--- config.mk ---
export PLATFORM = sky130hd
export DESIGN_NAME = pdd_mul
export DESIGN_NICKNAME = d
export VERILOG_FILES = /design/src/rtl/pdd_mul.sv
export SDC_FILE = /design/constraint.sdc
export NUM_CORES = 1
export LEC_CHECK = 0
export BUFFER_PORTS_ARGS = -buffer_cell sky130_fd_sc_hd__buf_2
export CORE_MARGIN = 2
export CORE_UTILIZATION = 55
export DETAILED_ROUTE_END_ITERATION = 8
export PLACE_DENSITY = 0.74
export SYNTH_ARGS = -nofsm -noshare
export SYNTH_HDL_FRONTEND = slang
export SYNTH_SLANG_ARGS = --single-unit
--- constraint.sdc ---
create_clock -name clk -period 8.1 [get_ports clk]
set_input_delay 0.81 -clock clk [delete_from_list [all_inputs] [get_ports clk]]
set_output_delay 0.81 -clock clk [all_outputs]
set_load 0.05 [all_outputs]
--- src/rtl/pdd_mul.sv ---
// ----------------------------------------------------------------------------
// pdd_mul: serial shift-and-add multiplier
// One multiplier bit per cycle; stops when the remaining bits are zero.
// ----------------------------------------------------------------------------
module pdd_mul #(
	parameter int AW = 49,
	parameter int BW = 48
) (
	input  logic             clk,
	input  logic             arst_n,
	input  logic             start,
	input  logic [AW-1:0]    a,
	input  logic [BW-1:0]    b,
	output logic             done,
	output logic [AW+BW-1:0] prod
);

	logic             busy_q;
	logic [AW+BW-1:0] acc_q;
	logic [AW+BW-1:0] mcand_q;
	logic [BW-1:0]    mplier_q;

	always_ff @(posedge clk or negedge arst_n) begin
		if (!arst_n) begin
			busy_q <= 1'b0;
		end else if (start) begin
			busy_q <= 1'b1;
		end else if (done) begin
			busy_q <= 1'b0;
		end
	end

	// add shifted multiplicand where the low multiplier bit is set
	always_ff @(posedge clk) begin
		if (start) begin
			acc_q    <= '0;
			mcand_q  <= (AW+BW)'(a);
			mplier_q <= b;
		end else if (busy_q && mplier_q != '0) begin
			if (mplier_q[0]) begin
				acc_q <= acc_q + mcand_q;
			end
			mcand_q  <= {mcand_q[AW+BW-2:0], 1'b0};
			mplier_q <= {1'b0, mplier_q[BW-1:1]};
		end
	end

	assign done = busy_q && (mplier_q == '0);
	assign prod = acc_q;

endmodule

==> results.yml, run 1 <==
floorplan:
  die_h_um: 169
  die_width_um: 169
  initial_utilization_pct: 55.7
  num_io_pins: 198
  dieArea_um2: 28600
  fp-row-count: 60
  core_um2: 26900
clock_network:
  clockBufferDepth: 3
  clock_latency_ns: 0.55
  cts_tree: "yes"
  ctsResizeCount: 0
  cts_max_level: 1
  cts_buffers: 27
  post_cts_buffers: 0
  path_clk_slew_ns: 0.06
  clock-sinks: 243
  cts_hold_buf: 0
  cts_root_buf: "clkbuf_16"
setup_path:
  path_delay_family: "compound AO/OA/AOI/OAI gates"
  critPathRequiredTime_ns: 8.51
  path_buf_inv: 0
  r2r_slack_ns: 3.84
  cp_max_fo: 4
  rr_worst_depth: 13
  crit_path_cell_trace: "ha_1 > fa_1 > a211oi_1 > nor3_1 > o31ai_1 > a31oi_1 > nor3_1 > o21ai_1 > a31oi_1 > o21bai_1 > a31oi_1 > xor2_1 > o21ai_0"
  crit_arrival_ns: 4.67
  crit_top_cell: "a31oi_1"
  setup.worst_path.end: "prod[90]$_SDFFE_PP0P_"
  startpoint: "mcand_q[0]$_SDFFCE_PN0P_"
  crit_type: "reg2reg"
  slowest_stage: "o31ai_1"
  slowest_delay_ns: 0.59
  crit_path_start_kind: "register"
  worst_r2r_endpoint: "prod[90]$_SDFFE_PP0P_"
  endpoint_kind: "register"
  cp.depth: 13
  regToRegStartpoint: "mcand_q[0]$_SDFFCE_PN0P_"
hold_path:
  hp-class: "in2async"
layout:
  regArea_um2: 5840
  areaGrowthSynthToFinish_pct: 13.0
  n_fill_cell: 2296
  final_layout_size_suffix_gt1_share_pct: 19.8
  layout.nets: 1983
  multi_input_area_um2: 8680
synth:
  synth.top_cell.area_share_pct: 19.5
  synth.area.top_cells: "edfxtp_1, dfxtp_1, ha_1, mux2_2, a21oi_1"
  syn-cell-area_um2: 15000
  syn-instance-count: 1651
  ys_warn_count: 0
  synth_edf_count: 97
  synth_seq_cells: 243
  yosysUniqueCellTypes: 73
  ys_seq_area_share_pct: 39.0
  synth_ff_type: "dfxtp_1"
  syn_nets: 1848
  synthArstFlopShare_pct: 0.412
  synth_area_per_cell_um2: 9.07
  synth.largest_area_cell: "edfxtp_1"
detailed_routing:
  route.detailed.drc: 0
  antenna_left: 0
  routed_wl_mm: 38.4
  first_pass_iters: 5
  routedWlPerCell_um: 17.9
  routed_via_density: 5.88
  vias: 12628
  drtIter0Drc: 837
run_status:
  outcome: "finished, final reports clean"
placed_design:
  dp_slack_ns: 3.92
  gp_congestion: 0.897
  dp_hpwl_mm: 28.1
  portBuffers: 197
global_route:
  use_met1_pct: 35.0
  gr-usage-met3_pct: 4.42
  grt_pass1_vias: 12287
  grtUsageMet2_pct: 44.2
  grt_max_degree: 77
  busiest_layer: "met2"
  overflow: 0
  antenna_found_initial: 1
  grtUsageTotal_pct: 26.2
  grt_pass1_wl_mm: 61.8
timing:
  tightest_slew_ns: 1.00
  rsz0062_at_grt: "false"
  final.min_clock_period_ns: 4.26
  slew_headroom_pct: 33.2
  finalHoldViolCount: 0
  fin_setup_tns_ns: 0
  setup_slack_ns: 3.84
  slew_viol_final: 0
  max_freq_mhz: 235
  setup_viol: 0
  finClkSkew_ns: 0.0201
  hold_ws_ns: 0.0331
  finalCritPeriodShare_pct: 52.6
flow_run:
  maxCapViolCount: 0
power:
  power_leakage_nw: 7.22
  vdd_drop_max_mv: 0.195
  powerDensity_nw_per_um2: 225
==> power by group <==
part,switching [W],internal (W)
logic,0.000769,0.000415
clock network,0.000493,0.000663
registers,0.0000819,0.00139
total,0.00134,0.00247
==> registers in the layout, summed over array words and instances, names as in the netlist <==
| register | flops |
|---|---|
| prod | 97 |
| mcand_q | 97 |
| busy_q | 1 |
| mplier_q | 48 |
==> metrics by stage <==
step | utilization (%) | power (W) | std cells | area [um2]
floorplan | - | 0.00239 | 1651 | 15000
global placement | 59.9 | 0.00264 | 2098 | 16100
detailed placement | 59.9 | 0.00266 | 2098 | 16100
CTS | 62.9 | 0.00383 | 2148 | 16900
global route | 62.9 | 0.00400 | 2149 | 16900
finish | 62.9 | 0.00381 | 2149 | 16900
==> synthesized netlist by cell type, drive strengths merged, types with 9 or more instances <==
| master | instances |
|---|---|
| nand3 | 16 |
| ha | 96 |
| a21o | 58 |
| a211oi | 14 |
| a21oi | 185 |
| mux2i | 49 |
| clkbuf | 79 |
| dfxtp | 145 |
| o21bai | 26 |
| edfxtp | 97 |
| nor4 | 14 |
| inv | 23 |
| xor2 | 34 |
| o211ai | 9 |
| nand2 | 217 |
| nand4 | 46 |
| nor2 | 125 |
| xnor2 | 54 |
| o21a | 13 |
| buf | 20 |
| o21ai | 84 |
| a31oi | 17 |
| mux2 | 95 |
| nand2b | 9 |
| nor3 | 19 |
==> how the worst min path moves through the flow <==
stage	start	endpoint	slack, ns	depth (start not counted)
floorplan	mcand_q[96]$_SDFFE_PP0P_	mcand_q[96]$_SDFFE_PP0P_	0.47	2
global placement	prod[92]$_SDFFE_PP0P_	prod[92]$_SDFFE_PP0P_	0.45	2
detailed placement	prod[83]$_SDFFE_PP0P_	prod[83]$_SDFFE_PP0P_	0.46	2
CTS	arst_n	busy_q$_DFFE_PN0P_	0.01	1
global route	arst_n	busy_q$_DFFE_PN0P_	0.01	1
finish	arst_n	busy_q$_DFFE_PN0P_	0.03	1
==> placed cells by master (no fill, tap or decap), types with 9 or more instances in the layout <==
cell type / n
a211oi_1: 13
a21o_1: 58
a21oi_1: 183
a31oi_1: 16
buf_2: 196
clkbuf_1: 9
clkbuf_16: 27
dfxtp_1: 145
edfxtp_1: 97
ha_1: 96
inv_1: 23
mux2_2: 95
mux2i_1: 49
nand2_1: 216
nand3_1: 16
nand4_1: 46
nor2_1: 124
nor3_1: 18
nor4_1: 14
o211ai_1: 9
o21a_1: 13
o21ai_0: 79
o21bai_1: 26
xnor2_1: 54
xor2_1: 34
==> per-layer routing <==
layer  routed length, um  part of all wire [%]
met2               18200                    47
met5                   0                     0
met3                2100                   5.5
met1               17300                    45
met4                 802                   2.1
==> kinds of logic (layout without fill, tap and decap cells) <==
group / count (synthesis) / in the layout / synth area share [%]
simple gates: 492 / 492 / 14.8
compound gates: 465 / 465 / 19.4
flops: 243 / 243 / 39.0
mux: 144 / 144 / 10.4
buf+inv: 122 / 278 / 3.12
fa+ha+maj: 97 / 97 / 8.15
xor+xnor: 88 / 88 / 5.15
other cells: 0 / 1 / 0
==> area by class of cell <==
type	instances	area share (%)
Multi-Input combinational cell	1286	51.3
Clock inverter	12	0.510
Inverter	23	0.510
Sequential cell	243	34.5
Timing Repair Buffer	205	6.22
Clock buffer	38	4.36
Tap cell	341	2.52
Antenna cell	1	0.0148
(Power assumes the default switching activity.)
==> run 2: changes to the inputs <==
clock period = 4.08 ns   (was 8.1 ns; I/O delays follow)
==> run 2 against run 1 <==
Compared with the run above:
- via count rose by 1.5%
- clock power rose by 100%
- wire length rose by 1.6%
- sequential power rose by 99%
- global-route usage rose by 0.28 points
- power rose by 100%
- first-iteration DRC count fell by 7.3%
- non-clock buffer count rose by 9
- clock skew fell by 0.0023 ns
- die area did not move
- utilization rose by 0.39 points
- critical endpoint unchanged
- fmax rose by 9.9%
- largest power group unchanged
==> results.yml, run 2 (synthesized netlist as in run 1, its figures left out) <==
placed_design:
  gp_congestion: 0.920
  dpl_cell_area_um2: 16200
  dp_hpwl_mm: 28.4
  portBuffers: 197
layout:
  final_layout_size_suffix_gt1_share_pct: 19.9
  n_fill_cell: 2363
  post-route-util_pct: 63.3
  final_common_cell: "nand2_1"
  insertedDiodeCount: 0
  areaGrowthSynthToFinish_pct: 13.7
  multi_input_area_um2: 8690
  layout.nets: 1992
  mostFrequentLayoutCells: "nand2_1, buf_2, a21oi_1"
  fin_area_um2: 17000
  regArea_um2: 5840
clock_network:
  clock-sinks: 243
  cts_root_buf: "clkbuf_16"
  path_clk_slew_ns: 0.07
  ctsResizeCount: 0
  cts_buffers: 27
  cts_tree: "yes"
  post_cts_buffers: 0
  cts_hold_buf: 1
  cts_max_level: 1
  clockBufferDepth: 3
  clock_latency_ns: 0.54
timing:
  setup_viol: 0
  max_freq_mhz: 258
  fin_setup_tns_ns: 0
  tightest_slew_ns: 1.05
  slew_viol_final: 0
  hold_ws_ns: 0.170
  finalHoldViolCount: 0
  final.min_clock_period_ns: 3.87
  finalCritPeriodShare_pct: 94.9
  rsz0062_at_grt: "false"
  finClkSkew_ns: 0.0178
  slew_headroom_pct: 30.3
setup_path:
  crit_arrival_ns: 4.30
  r2r_slack_ns: 0.21
  cp_max_fo: 4
  regToRegStartpoint: "mcand_q[0]$_SDFFCE_PN0P_"
  endpoint_kind: "register"
  critPathRequiredTime_ns: 4.50
  worst_r2r_endpoint: "prod[90]$_SDFFE_PP0P_"
  crit_path_start_kind: "register"
  rr_worst_depth: 14
  crit_type: "reg2reg"
floorplan:
  fp-row-count: 60
  core_um2: 26900
  die_width_um: 169
  die_h_um: 169
  initial_utilization_pct: 55.7
  dieArea_um2: 28600
  num_io_pins: 198
detailed_routing:
  vias: 12822
  antenna_left: 0
  routed_wl_mm: 39.0
  routed_via_density: 5.95
  first_pass_iters: 5
  routedWlPerCell_um: 18.1
  drtIter0Drc: 776
  route.detailed.drc: 0
global_route:
  grt_pass1_wl_mm: 62.2
  antenna_found_initial: 0
  grt_max_degree: 146
  grtUsageTotal_pct: 26.4
  grt_pass1_vias: 12299
  overflow: 0
run_status:
  outcome: "finished, final reports clean"
flow_run:
  maxCapViolCount: 0
hold_path:
  hp-class: "in2reg"
  min_path_cells: 2
  holdPathEnd: "mcand_q[36]$_DFFE_PP_"
  hp-start: "a[36]"
power:
  vdd_drop_max_mv: 0.387
  power_leakage_nw: 7.26
  powerDensity_nw_per_um2: 451
## run 2: critical path, stage by stage (launching register included)
cell      delay, ns
edfxtp_1       0.39
ha_1           0.24
fa_1           0.44
a211oi_1       0.37
nor3_1         0.13
o31ai_1        0.31
buf_4          0.18
a31oi_1        0.16
nor3_1         0.36
o21ai_1        0.17
a31oi_1        0.32
o21bai_1       0.22
a31oi_1        0.24
xor2_1         0.15
o21ai_0        0.08
## run 2: per-layer routing
| metal | part of all wire [%] | vias to the layer above | GRT usage (%) |
|---|---|---|---|
| met3 | 6.2 | 82 | 4.70 |
| li1 | - | 6327 | - |
| met1 | 44 | 6019 | 35.0 |
| met2 | 47 | 394 | 44.2 |
| met5 | 0 | - | 0 |
| met4 | 2.9 | 0 | 8.25 |
## run 2: through the flow
| step | power (W) | cells | setup slack, ns |
|---|---|---|---|
| final | 0.00767 | 2156 | 0.208 |
| after global routing | 0.00804 | 2156 | 0.0247 |
| after CTS | 0.00769 | 2156 | 0.265 |
| after detailed placement | 0.00533 | 2106 | 0.267 |
| after global placement | 0.00531 | 2106 | 0.360 |
| after floorplan | 0.00474 | 1651 | 0.603 |
## run 2: how the worst max path moves through the flow
| stage | end | cells after the start | from |
|---|---|---|---|
| 6_report | prod[90]$_SDFFE_PP0P_ | 14 | mcand_q[0]$_SDFFCE_PN0P_ |
| 5_1_grt | prod[90]$_SDFFE_PP0P_ | 14 | mcand_q[0]$_SDFFCE_PN0P_ |
| 4_1_cts | prod[90]$_SDFFE_PP0P_ | 14 | mcand_q[0]$_SDFFCE_PN0P_ |
| 3_5_place_dp | prod[90]$_SDFFE_PP0P_ | 14 | mcand_q[0]$_SDFFCE_PN0P_ |
| 3_3_place_gp | prod[90]$_SDFFE_PP0P_ | 14 | mcand_q[0]$_SDFFCE_PN0P_ |
| 2_1_floorplan | prod[96]$_SDFFE_PP0P_ | 13 | prod[36]$_SDFFE_PP0P_ |
## run 2: area by class of cell
type                       instances  area share (%)
multi-input combinational       1286            51.1
sequential                       243            34.3
timing repair buffer             214            6.67
clock buffer                      38            4.33
tap                              341            2.51
clock inverter                    11           0.618
inverter                          23           0.507
## run 2: report_power, final
| part | internal [W] | switching [W] |
|---|---|---|
| registers | 0.00276 | 0.000166 |
| clock network | 0.00138 | 0.000969 |
| logic | 0.000847 | 0.00155 |
| total | 0.00498 | 0.00269 |
==> run 3: changes to the inputs <==
BUFFER_PORTS_ARGS = -buffer_cell sky130_fd_sc_hd__buf_4   (was -buffer_cell sky130_fd_sc_hd__buf_2)
RECOVER_POWER = 50   (was not set)
==> run 3 against run 2 <==
Compared with the run above:
- critical path depth unchanged
- worst setup slack better by 0.027 ns
- the flow now finishes with violations (max-capacitance violations, max-slew violations)
- final cell count did not move
- first-iteration DRC count rose by 13%
- flip-flop and latch count unchanged
- via count rose by 0.42%
==> results.yml, run 3 (synthesized netlist as in run 1, its figures left out) <==
run_status:
  outcome: "finished with violations"
  violations: "max-capacitance violations, max-slew violations"
layout:
  mostFrequentLayoutCells: "nand2_1, a21oi_1, dfxtp_1"
  layout.cells.non_filler: 2156
  layout.nets: 1992
  fin_area_um2: 17100
  final_layout_size_suffix_gt1_share_pct: 14.5
  final_common_cell: "nand2_1"
  n_fill_cell: 2328
  insertedDiodeCount: 0
  areaGrowthSynthToFinish_pct: 14.5
detailed_routing:
  routedWlPerCell_um: 18.3
  vias: 12876
  route.detailed.drc: 0
  drtIter0Drc: 875
  antenna_left: 0
  first_pass_iters: 6
  routed_wl_mm: 39.5
  routed_via_density: 5.97
floorplan:
  fp-row-count: 60
  dieArea_um2: 28600
  num_io_pins: 198
  die_width_um: 169
  die_h_um: 169
  initial_utilization_pct: 55.7
  core_um2: 26900
timing:
  finClkSkew_ns: 0.0122
  tightest_slew_ns: 1.79
  fin_setup_tns_ns: 0
  slew_viol_final: 248
  finalHoldViolCount: 0
  setup_viol: 0
  slew_headroom_pct: -19.0
  hold_ws_ns: 0.152
  max_freq_mhz: 260
  rsz0062_at_grt: "false"
  finalCritPeriodShare_pct: 94.2
  final.min_clock_period_ns: 3.85
clock_network:
  cts_tree: "yes"
  cts_root_buf: "clkbuf_16"
  clock_latency_ns: 0.54
  post_cts_buffers: 0
  clock-sinks: 243
  clockBufferDepth: 3
  cts_max_level: 1
  cts_buffers: 27
  path_clk_slew_ns: 0.06
setup_path:
  cp_max_fo: 4
  crit_arrival_ns: 4.23
  critPathRequiredTime_ns: 4.46
  endpoint_kind: "register"
  crit_path_start_kind: "register"
  crit_type: "reg2reg"
placed_design:
  portBuffers: 197
  dpl_cell_area_um2: 16700
  gp_congestion: 0.900
  post-place-cells: 2106
  dp_hpwl_mm: 28.8
global_route:
  grt_pass1_vias: 12282
  antenna_found_initial: 0
  grt_pass1_wl_mm: 62.6
  grtUsageTotal_pct: 26.8
  grt_max_degree: 78
  overflow: 0
hold_path:
  hp-class: "in2reg"
power:
  vdd_drop_max_mv: 0.410
  powerDensity_nw_per_um2: 448
  power_leakage_nw: 6.95
flow_run:
  maxCapViolCount: 4
-- run 3: cell count changes in the layout (fill, tap and decap cells not counted), moves of 3 or more --
| cell | delta |
|---|---|
| buf_2 | -196 |
| buf_4 | +95 |
| clkbuf_1 | +93 |
| mux2_1 | +4 |
| mux2_2 | -4 |
| clkbuf_2 | +3 |
| clkinv_2 | +3 |
-- run 3: what timing repair did --
action,4_1_cts,5_1_grt
resized for setup,0,1
hold buffers,1,0
setup endpoints to repair,0,2
endpoints found under the hold margin,1,0
-- run 3: power breakdown --
part / internal (W) / total [W] / switching, W
Clock: 0.00137 / 0.00237 / 0.000999
Combinational: 0.000839 / 0.00238 / 0.00155
Sequential: 0.00276 / 0.00293 / 0.000169
-- run 3: final timing paths --
check                                              start                        to  slack [ns]  depth (start not counted)
worst min-delay path                                a[0]  mcand_q[0]$_SDFFCE_PN0P_        0.15                          2
max in group asynchronous                         arst_n        busy_q$_DFFE_PN0P_        3.76                          2
worst max-delay path            mcand_q[0]$_SDFFCE_PN0P_     prod[90]$_SDFFE_PP0P_        0.23                         14
worst min register to register     prod[83]$_SDFFE_PP0P_     prod[83]$_SDFFE_PP0P_        0.47                          2
min in group asynchronous                         arst_n        busy_q$_DFFE_PN0P_        0.23                          2
worst max register to register  mcand_q[0]$_SDFFCE_PN0P_     prod[90]$_SDFFE_PP0P_        0.23                         14
-- run 3: cell type report --
cell class	count	area, um2	area share [%]
Multi-Input combinational cell	1286	8690	50.7
Sequential cell	243	5840	34.1
Timing Repair Buffer	214	1250	7.31
Clock buffer	34	722	4.21
Tap cell	341	427	2.49
Clock inverter	15	125	0.730
Inverter	23	86.3	0.504
-- run 3: per-layer routing --
| layer | vias up | GRT usage (%) | part of all wire [%] |
|---|---|---|---|
| met3 | 86 | 4.21 | 5.7 |
| met5 | - | 0 | 0 |
| met1 | 6073 | 35.5 | 44 |
| met4 | 0 | 8.92 | 3.2 |
| li1 | 6324 | - | - |
| met2 | 393 | 44.9 | 47 |
-- run 3: per-stage QoR --
stage               setup slack, ns  total power, W  util (%)
global route                 0.0323         0.00804      63.8
finish                        0.235         0.00768      63.8
floorplan                     0.603         0.00474         -
global placement              0.313         0.00539      62.0
detailed placement            0.214         0.00542      62.0
CTS                           0.179         0.00780      65.2
-- run 3: worst max-delay path, cell delays in order (launching register included) --
cell and delay [ns]:
edfxtp_1 0.40, ha_1 0.24, fa_1 0.44, a211oi_1 0.36, nor3_1 0.13, o31ai_1 0.32
buf_4 0.19, a31oi_1 0.15, nor3_2 0.30, o21ai_1 0.15, a31oi_1 0.31, o21bai_1 0.22
a31oi_1 0.24, xor2_1 0.15, o21ai_0 0.08
