**src/rtl/pdd_div.sv**
```systemverilog
// ----------------------------------------------------------------------------
// pdd_div: restoring divider
// One quotient bit per cycle.
// ----------------------------------------------------------------------------
module pdd_div #(
	parameter int NW = 80,
	parameter int DW = 33
) (
	input  logic          clk,
	input  logic          arst_n,
	input  logic          start,
	input  logic [NW-1:0] num,
	input  logic [DW-1:0] den,
	output logic          done,
	output logic [NW-1:0] quo
);

	localparam int CW = $clog2(NW + 1);

	logic          busy_q;
	logic [CW-1:0] cnt_q;
	logic [DW-1:0] rem_q;
	logic [NW-1:0] quo_q;
	logic [DW-1:0] den_q;
	logic [DW:0]   r2;
	logic          ge;

	always_comb begin
		r2 = {rem_q, quo_q[NW-1]};
		ge = r2 >= {1'b0, den_q};
	end

	always_ff @(posedge clk or negedge arst_n) begin
		if (!arst_n) begin
			busy_q <= 1'b0;
			cnt_q  <= '0;
		end else if (start) begin
			busy_q <= 1'b1;
			cnt_q  <= CW'(NW);
		end else if (busy_q) begin
			if (cnt_q == '0) begin
				busy_q <= 1'b0;
			end else begin
				cnt_q <= cnt_q - CW'(1);
			end
		end
	end

	// numerator shifts out the top while quotient bits enter at the bottom
	always_ff @(posedge clk) begin
		if (start) begin
			rem_q <= '0;
			quo_q <= num;
			den_q <= den;
		end else if (busy_q && cnt_q != '0) begin
			rem_q <= ge ? DW'(r2 - {1'b0, den_q}) : DW'(r2);
			quo_q <= {quo_q[NW-2:0], ge};
		end
	end

	assign done = busy_q && (cnt_q == '0);
	assign quo  = quo_q;

endmodule

```
**config.mk**
```make
export PLATFORM = sky130hd
export DESIGN_NAME = pdd_div
export DESIGN_NICKNAME = d
export VERILOG_FILES = /design/src/rtl/pdd_div.sv
export SDC_FILE = /design/constraint.sdc
export NUM_CORES = 1
export LEC_CHECK = 0
export ABC_CLOCK_PERIOD_IN_PS = 5390
export BUFFER_PORTS_ARGS = -buffer_cell sky130_fd_sc_hd__buf_2
export CAP_MARGIN = 20
export CORE_UTILIZATION = 46
export CTS_CLUSTER_SIZE = 8
export DETAILED_ROUTE_END_ITERATION = 8
export GPL_TIMING_DRIVEN = 0
export PLACE_DENSITY = 0.7
export SYNTH_ARGS = -nofsm -noshare
export SYNTH_HDL_FRONTEND = slang
export SYNTH_SLANG_ARGS = --single-unit
```
**constraint.sdc**
```tcl
create_clock -name clk -period 5.39 [get_ports clk]
set_clock_uncertainty 0.1 [all_clocks]
set_input_delay 0.8085 -clock clk [delete_from_list [all_inputs] [get_ports clk]]
set_output_delay 0.8085 -clock clk [all_outputs]
set_load 0.02 [all_outputs]
```
==> run_results.csv, run 1 <==
group,metric,value,unit
route,vias,6599,
power_and_ir_drop,finalPower,4.32,mW
die,die_w,136,um
power_and_ir_drop,power.density,422,nW/um2
global_routing,antenna_found_initial,1,
sta,hold_ws,0.104,ns
worst_hold_path,hp-class,"in2async",
worst_setup_path,critical_path_arrival,3.31,ns
sta,max_freq,0.303,GHz
placed_design,gp_congestion,0.890,
clock_tree,htreeDepth,4,
clock_tree,cts_buffers,17,
power_and_ir_drop,ir_drop,0.250,mV
global_routing,grt_pass1_wl,34100,um
synth,yosysUniqueCellTypes,66,
die,dieArea,18600,um2
die,start_util,0.475,
clock_tree,worstSkewPairLatency,0.43,ns
synth,yosysTopAreaCellShare,0.409,
placed_design,numPortBuffers,196,
synth,syn_area,8310,um2
synth,yosysWarnings,0,
final_layout,drive_above_1_share,0.353,
placed_design,dpl.hpwl,15600,um
synth,avgSynthCellArea,11.3,um2
sta,setup_violations,0,
worst_setup_path,critPathKind,"in2reg",
route,avgViaCountPerCell,5.55,
power_and_ir_drop,p_leak,4.42,nW
clock_tree,clock_path_buffers,2,
clock_tree,cts_hold_buf,0,
route,drt_iter0_drc,528,
die,die_h,136,um
worst_setup_path,path_cells,"buf_2 -> clkbuf_1 -> clkbuf_1 -> nand2b_4 -> buf_16",
route,drt_wl_total,21500,um
route,wire_per_inst,18.1,um
sta,slew_headroom,0.445,
worst_setup_path,cp_slowest_cell,"buf_2",
clock_tree,clk_pin_slew,0.07,ns
die,fp.coreArea,17500,um2
clock_tree,cts_resized,0,
synth,seq_area_frac_synth,0.512,
worst_setup_path,path_max_fanout,49,
worst_setup_path,max_stage_delay,0.63,ns
synth,synth.net_count,886,
route,postRouteAntennaNets,0,
synth,synth_top_cell_by_area,"edfxtp_1",
clock_tree,cts_root_buf,"clkbuf_16",
worst_setup_path,rrSetupSlack,2.21,ns
sta,maxSlewViolCount,0,
synth,asyncSetResetFlopFracSynth,0.0519,
synth,synth-edff-count,113,
final_layout,area_delta_synth_final,23.1,%
die,boundaryPins,197,
worst_setup_path,cp_common_cell,"clkbuf_1",
global_routing,grt_pass1_vias,6517,
clock_tree,cts_setup_buffers,0,
final_layout,nets,1102,
final_layout,design_area,10200,um2
sta,rsz0062_at_grt,"no",
synth,yosysMostFrequentCell,"edfxtp_1",
placed_design,dpl_cell_area,9600,um2
sta,finalSetupTns,0,ns
worst_setup_path,cp-start-kind,"input port",
synth,synthFlopType,"edfxtp_1",
worst_setup_path,cp-end-kind,"flop",
status,status,"complete, no violations",
job,drv_cap,0,
clock_tree,numClockSinks,154,
global_routing,gr-usage-all-layers,0.243,
worst_setup_path,required,5.40,ns
synth,synthTopCellsByCount,"edfxtp_1 (113), mux2_2 (80), nor2_1 (48), inv_1 (42), a21oi_1 (40)",
die,num_rows,48,
worst_setup_path,reg2reg_from,"quo[79]",
worst_setup_path,cp-startpoint,"start",
sta,worstMarginPinSlew,0.833,ns
sta,fin_crit,3.30,ns
sta,finalCritPeriodShare,0.612,
sta,hold_viol,0,
global_routing,overflow,0,
synth,netlist_instances,734,
clock_tree,cts_tree,"built",
global_routing,grt_max_degree,50,
synth,ys_ff_latch,154,
synth,synth_top_cells_by_area,"edfxtp_1 (41%), mux2_2 (11%), dfxtp_1 (8.0%)",
route,drc,0,
route,drt_first_pass_iters,5,
==> state kept, by name, summed over array words and instances (netlist names) <==
signal and cells:
rem_q 33, cnt_q 7, busy_q 1, den_q 33, quo 80
==> placed cells by master, fill, tap and decap left out, drive strengths merged, types with 8 or more instances in the layout <==
cell type	synthesis	layout
clkbuf	31	48
inv	42	51
edfxtp	113	113
a31oi	8	8
dfrtp	8	8
xor2	11	11
nor3	12	12
a21oi	42	42
and2	11	11
xnor2	22	22
nor2	48	48
dfxtp	33	33
nand3	29	29
nand2	36	36
nand4	8	8
o22ai	9	9
a311oi	19	19
mux2	80	80
o21ai	41	41
a21o	14	14
buf	15	212
ha	35	35
a41oi	9	9
==> metal layers <==
| metal | track usage | routed length (um) | up-vias |
|---|---|---|---|
| met4 | 0.0716 | 382 | 2 |
| met5 | 0 | 13 | - |
| met2 | 0.413 | 10500 | 248 |
| met3 | 0.0813 | 1670 | 35 |
| li1 | - | - | 3175 |
| met1 | 0.290 | 8920 | 3139 |
==> per-stage QoR <==
stage	instances	util	setup WS, ns
after CTS	1188	0.585	2.04
after floorplan	734	-	1.51
final	1190	0.585	2.09
after global placement	1155	0.547	-0.701
after global routing	1188	0.585	1.81
after detailed placement	1156	0.549	1.59
==> cell families after synthesis <==
logic type / Yosys count / synth area share
AOI/OAI and AO/OA: 172 / 0.141
adders and majority gates: 36 / 0.0551
buffers and inverters: 88 / 0.0462
and+or+nand+nor: 170 / 0.100
DFF: 154 / 0.512
muxes: 81 / 0.110
xor gates and xnor gates: 33 / 0.0348
==> report_power, final <==
part / internal (mW) / leakage [nW] / switching [mW]
Sequential: 1.48 / 1.53 / 0.135
Clock: 0.673 / 0.300 / 0.581
Combinational: 0.590 / 2.58 / 0.861
==> cell type report <==
| type | count | area (um2) |
|---|---|---|
| fillers | 1486 | 7250 |
| flip-flops and latches | 154 | 4250 |
| multi-input cells | 492 | 3670 |
| repair buffers | 197 | 1010 |
| clock buffers | 17 | 425 |
| well taps | 225 | 282 |
| plain buffers | 46 | 226 |
| clock inverters | 15 | 194 |
| inverters | 42 | 158 |
| diodes | 2 | 5.00 |
==> path summary, 6_finish.rpt <==
path,endpoint,cells after the start
worst max-delay path,quo[0],5
worst min-delay path,cnt_q[1],1
worst max register to register,quo[0],14
worst min register to register,rem_q[11],2
max in group asynchronous,cnt_q[2],1
min in group clk,rem_q[11],2
==> critical path, delay by kind of cell <==
kind / cells / cell delay, ns
buffers and inverters: 4 / 1.89
and+or+nand+nor: 1 / 0.54
No activity file was read; power rests on OpenSTA's default activity.
==> run 2: changes to the inputs <==
--- a/config.mk
+++ b/config.mk
@@ -5,7 +5,7 @@
 export SDC_FILE = /design/constraint.sdc
 export NUM_CORES = 1
 export LEC_CHECK = 0
-export ABC_CLOCK_PERIOD_IN_PS = 5390
+export ABC_CLOCK_PERIOD_IN_PS = 3400
 export BUFFER_PORTS_ARGS = -buffer_cell sky130_fd_sc_hd__buf_2
 export CAP_MARGIN = 20
 export CORE_UTILIZATION = 46
==> constraint.sdc (replaced) <==
create_clock -name clk -period 3.4 [get_ports clk]
set_clock_uncertainty 0.1 [all_clocks]
set_input_delay 0.51 -clock clk [delete_from_list [all_inputs] [get_ports clk]]
set_output_delay 0.51 -clock clk [all_outputs]
set_load 0.02 [all_outputs]
==> run 2 against run 1 <==
Effect of this change: wire length fell by 0.95%; non-clock buffer count rose by 2; cell count barely moved; largest power group unchanged; first-iteration DRC count fell by 1.1%; die area did not move; hold slack improved by 0.051 ns; highest routed layer is now met4; via count barely moved; critical path depth rose by 9.
==> run_results.csv, run 2 (synthesis results as in run 1) <==
group,metric,value,unit
die,fp.coreArea,17500,um2
sta,hold_ws,0.156,ns
worst_setup_path,path_cells,"inv_1 -> ha_1 -> inv_1 -> fa_1 -> a21o_1 -> a31o_1 -> nand3_2 -> a21oi_2 -> o21ai_2 -> a31o_1 -> buf_6 -> buf_8 -> nand2_1 -> mux2_2",
power_and_ir_drop,power.density,665,nW/um2
clock_tree,cts_tree,"built",
final_layout,layout_common_cells,"buf_2 (205), edfxtp_1 (113), mux2_2 (80)",
die,num_rows,48,
final_layout,nFillCells,1494,
die,dieArea,18600,um2
sta,maxSlewViolCount,0,
global_routing,overflow,0,
final_layout,design_area,10200,um2
clock_tree,cts_root_buf,"clkbuf_16",
worst_setup_path,cp_slowest_cell,"edfxtp_1",
final_layout,mostFrequentLayoutCell,"buf_2",
power_and_ir_drop,ir_drop,0.454,mV
placed_design,dpl.hpwl,15400,um
final_layout,diodes,0,
sta,worstMarginPinSlew,0.866,ns
placed_design,dpl_worst_slack,-0.191,ns
final_layout,largest_reg_flops,80,
global_routing,gr-usage-all-layers,0.237,
sta,fin_crit,3.16,ns
route,drc,0,
final_layout,area_delta_synth_final,22.8,%
route,postRouteAntennaNets,0,
sta,finalSetupTns,0,ns
final_layout,nets,1104,
global_routing,grt_pass1_wl,33500,um
sta,rsz0062_at_grt,"no",
placed_design,gp_congestion,0.884,
worst_setup_path,cp-start-kind,"flop",
status,status,"complete, no violations",
global_routing,grt_max_degree,45,
route,drt_wl_total,21300,um
sta,slew_headroom,0.423,
final_layout,drive_above_1_share,0.354,
power_and_ir_drop,p_leak,4.41,nW
route,drt_iter0_drc,522,
sta,hold_viol,0,
worst_setup_path,required,3.47,ns
die,die_h,136,um
die,start_util,0.475,
job,drv_cap,0,
die,boundaryPins,197,
worst_setup_path,path_max_fanout,10,
clock_tree,clk_pin_slew,0.07,ns
die,die_w,136,um
global_routing,antenna_found_initial,1,
placed_design,numPortBuffers,196,
sta,max_freq,0.316,GHz
worst_hold_path,hp-class,"in2reg",
global_routing,grt_pass1_vias,6562,
clock_tree,cts_buffers,17,
worst_setup_path,critical_path_arrival,3.23,ns
route,wire_per_inst,17.9,um
route,avgViaCountPerCell,5.55,
power_and_ir_drop,finalPower,6.78,mW
sta,finalCritPeriodShare,0.930,
clock_tree,worstSkewPairLatency,0.43,ns
clock_tree,htreeDepth,4,
placed_design,dpl_cell_area,9600,um2
clock_tree,numClockSinks,154,
sta,setup_violations,0,
route,drt_first_pass_iters,7,
clock_tree,clock_path_buffers,2,
route,vias,6595,
worst_setup_path,critPathKind,"reg2reg",
sta,worst_slack,0.237,ns
worst_setup_path,cp-end-kind,"flop",
worst_setup_path,max_stage_delay,0.41,ns
==> run 2: what timing repair did <==
| item | 4_1_cts | 5_1_grt |
|---|---|---|
| endpoints found under the setup margin | 0 | 45 |
| hold endpoints to repair | 8 | 0 |
| hold buffers | 1 | 0 |
| gates resized for setup | 0 | 2 |
| buffers inserted | 0 | 1 |
==> run 2: through the flow <==
stage,cells,utilization
2_1_floorplan,734,-
3_3_place_gp,1155,0.548
3_5_place_dp,1156,0.549
4_1_cts,1188,0.583
5_1_grt,1189,0.584
6_report,1189,0.584
==> run 2: worst paths after layout <==
check,end,depth (start not counted),start,slack (ns)
setup / recovery,quo[0],14,quo[79],0.24
hold / removal,den_q[5],1,den[5],0.16
setup reg to reg,quo[0],14,quo[79],0.24
hold reg to reg,cnt_q[6],2,cnt_q[6],0.42
max in group asynchronous,cnt_q[2],2,arst_n,2.64
min in group asynchronous,cnt_q[3],2,arst_n,0.38
==> run 2: cell type report <==
| cell class | instances | area (um2) | share of cell area |
|---|---|---|---|
| clock buffer | 17 | 425 | 0.0417 |
| multi-input combinational | 492 | 3670 | 0.360 |
| sequential | 154 | 4250 | 0.417 |
| tap | 225 | 282 | 0.0276 |
| clock inverter | 14 | 160 | 0.0157 |
| buffer | 46 | 228 | 0.0223 |
| inverter | 42 | 158 | 0.0155 |
| timing repair buffer | 199 | 1020 | 0.0999 |
==> run 2: routing by layer <==
layer | GRT usage | wire length [um]
met3 | 0.0761 | 1780
met1 | 0.291 | 8870
met2 | 0.400 | 10400
met4 | 0.0599 | 199
met5 | 0 | 0
==> run 2: critical path: cells and delay by family, from the launching register on <==
kind	cells	cell delay, ns
DFF	1	0.41
buffers and inverters	4	0.42
AOI/OAI and AO/OA	5	0.94
and+or+nand+nor	2	0.20
muxes	1	0.29
adders and majority gates	2	0.56
==> run 2: power breakdown <==
part | leakage [nW] | switching [mW] | internal [mW]
clock | 0.285 | 0.822 | 1.10
combinational | 2.59 | 1.37 | 0.937
sequential | 1.53 | 0.207 | 2.35
total | 4.41 | 2.40 | 4.38
==> run 3: changes to the inputs <==
--- a/config.mk
+++ b/config.mk
@@ -8,11 +8,12 @@
 export ABC_CLOCK_PERIOD_IN_PS = 3400
 export BUFFER_PORTS_ARGS = -buffer_cell sky130_fd_sc_hd__buf_2
 export CAP_MARGIN = 20
-export CORE_UTILIZATION = 46
+export CORE_UTILIZATION = 54
 export CTS_CLUSTER_SIZE = 8
 export DETAILED_ROUTE_END_ITERATION = 8
 export GPL_TIMING_DRIVEN = 0
-export PLACE_DENSITY = 0.7
+export PLACE_DENSITY = 0.8
+export SKIP_LAST_GASP = 1
 export SYNTH_ARGS = -nofsm -noshare
 export SYNTH_HDL_FRONTEND = slang
 export SYNTH_SLANG_ARGS = --single-unit
==> run 3 against run 2 <==
Effect of this change: sequential share of layout area grew 0.061 points; count of clock-buffer cells in the layout is the same; first-iteration DRC count shrank 29%; utilization grew 11 points; die area shrank 15%; highest routed layer unchanged.
==> run_results.csv, run 3 (synthesis results as in run 1) <==
group,metric,value,unit
status,status,"complete, no violations",
global_routing,use_met3,0.0705,
global_routing,grt.met1_usage,0.316,
final_layout,instances_no_fill,1148,
sta,hold_viol,0,
power_and_ir_drop,ir_drop,0.432,mV
job,drv_cap,0,
final_layout,utilization,0.690,
route,wire_per_inst,18.6,um
die,fp.coreArea,14800,um2
final_layout,nFillCells,1132,
worst_setup_path,cp-end-kind,"flop",
route,drt_wl_total,21300,um
route,postRouteAntennaNets,0,
worst_hold_path,hp-class,"in2reg",
global_routing,grt_max_degree,55,
die,die_w,126,um
final_layout,nets,1103,
sta,max_freq,0.307,GHz
placed_design,dpl_worst_slack,-0.126,ns
global_routing,grt-busiest-layer,"met2",
clock_tree,worstSkewPairLatency,0.44,ns
sta,worst_slack,0.148,ns
clock_tree,cts_resized,0,
sta,fin_crit,3.25,ns
sta,worstMarginPinSlew,0.862,ns
global_routing,antenna_found_initial,1,
die,boundaryPins,197,
global_routing,grt_pass1_wl,33600,um
route,drt_iter0_drc,373,
sta,hold_ws,0.144,ns
worst_setup_path,path_cells,"inv_1 -> ha_1 -> inv_1 -> fa_1 -> a21o_1 -> a31o_1 -> nand3_2 -> a21oi_2 -> o21ai_2 -> a31o_1 -> buf_6 -> buf_8 -> nand2_1 -> mux2_2",
clock_tree,numClockSinks,154,
worst_setup_path,max_stage_delay,0.41,ns
final_layout,area_delta_synth_final,22.6,%
route,avgViaCountPerCell,5.89,
route,drt_first_pass_iters,6,
die,start_util,0.563,
clock_tree,clk_pin_slew,0.07,ns
placed_design,dpl_cell_area,9550,um2
die,dieArea,15900,um2
placed_design,dp.cells,1115,
global_routing,overflow,0,
sta,maxSlewViolCount,0,
worst_setup_path,critPathKind,"reg2reg",
worst_setup_path,critical_path_arrival,3.33,ns
worst_setup_path,cp-start-kind,"flop",
clock_tree,cts_tree,"built",
clock_tree,cts_root_buf,"clkbuf_16",
clock_tree,clock_path_buffers,2,
sta,slew_headroom,0.425,
placed_design,dpl.hpwl,15100,um
worst_setup_path,path_max_fanout,10,
worst_setup_path,critPathBufInv,4,
route,drc,0,
final_layout,drive_above_1_share,0.353,
global_routing,grt_pass1_vias,6763,
sta,rsz0062_at_grt,"no",
global_routing,met2_usage,0.476,
power_and_ir_drop,p_leak,4.43,nW
clock_tree,cts_hold_buf,1,
die,die_h,126,um
final_layout,largest_reg_flops,80,
clock_tree,htreeDepth,4,
placed_design,gp_congestion,0.886,
worst_setup_path,cp_slowest_cell,"edfxtp_1",
worst_setup_path,crit_family,"compound AO/OA/AOI/OAI gates",
placed_design,numPortBuffers,196,
clock_tree,cts_setup_buffers,0,
final_layout,diodes,0,
final_layout,mostFrequentLayoutCell,"buf_2",
sta,setup_violations,0,
sta,finalCritPeriodShare,0.957,
die,num_rows,44,
global_routing,gr-usage-all-layers,0.270,
clock_tree,cts_buffers,17,
final_layout,layout_common_cells,"buf_2 (205), edfxtp_1 (113), mux2_2 (80)",
final_layout,design_area,10200,um2
route,vias,6767,
power_and_ir_drop,power.density,676,nW/um2
worst_setup_path,required,3.48,ns
==> run 3: cell types whose count changed in the layout (fill, tap and decap cells not counted), sizes merged <==
cell and change:
clkinvlp -2, inv +2, buf -1, clkinv +1
==> run 3: per-stage QoR <==
step,setup TNS [ns],power (mW)
floorplan,0,4.24
global placement,-78.14,4.79
detailed placement,-6.46,4.84
CTS,0,6.87
global route,0,7.23
finish,0,6.89
==> run 3: power breakdown <==
| part | switching (mW) | internal (mW) |
|---|---|---|
| Combinational | 1.38 | 0.938 |
| Clock | 0.878 | 1.13 |
| Sequential | 0.216 | 2.34 |
| Total | 2.48 | 4.41 |
==> run 3: metal layers <==
| metal | routed length [um] | share of wire |
|---|---|---|
| met5 | 0 | 0 |
| met2 | 10500 | 0.49 |
| met4 | 574 | 0.027 |
| met1 | 8360 | 0.39 |
| met3 | 1840 | 0.086 |
==> run 3: worst paths after layout <==
path | to | cells past startpoint | startpoint | slack (ns)
setup / recovery | quo[0] | 14 | quo[79] | 0.15
hold / removal | den_q[28] | 1 | den[28] | 0.14
setup reg to reg | quo[0] | 14 | quo[79] | 0.15
hold reg to reg | cnt_q[6] | 2 | cnt_q[6] | 0.41
max in group asynchronous | cnt_q[2] | 2 | arst_n | 2.61
min in group asynchronous | cnt_q[3] | 2 | arst_n | 0.42
==> run 3: layout make-up <==
| cell class | count | area, um2 | share of cell area |
|---|---|---|---|
| timing repair buffer | 198 | 1020 | 0.100 |
| multi-input combinational | 492 | 3670 | 0.361 |
| clock buffer | 17 | 425 | 0.0418 |
| tap | 184 | 230 | 0.0226 |
| inverter | 42 | 158 | 0.0155 |
| clock inverter | 15 | 198 | 0.0194 |
| buffer | 46 | 226 | 0.0222 |
| sequential | 154 | 4250 | 0.418 |
==> run 3: worst register-to-register path: stages (launching register included) <==
cell and delay [ns]:
edfxtp_1 0.41, inv_1 0.08, ha_1 0.16, inv_1 0.06, fa_1 0.41, a21o_1 0.23
a31o_1 0.27, nand3_2 0.09, a21oi_2 0.07, o21ai_2 0.25, a31o_1 0.20, buf_6 0.13
buf_8 0.15, nand2_1 0.11, mux2_2 0.29
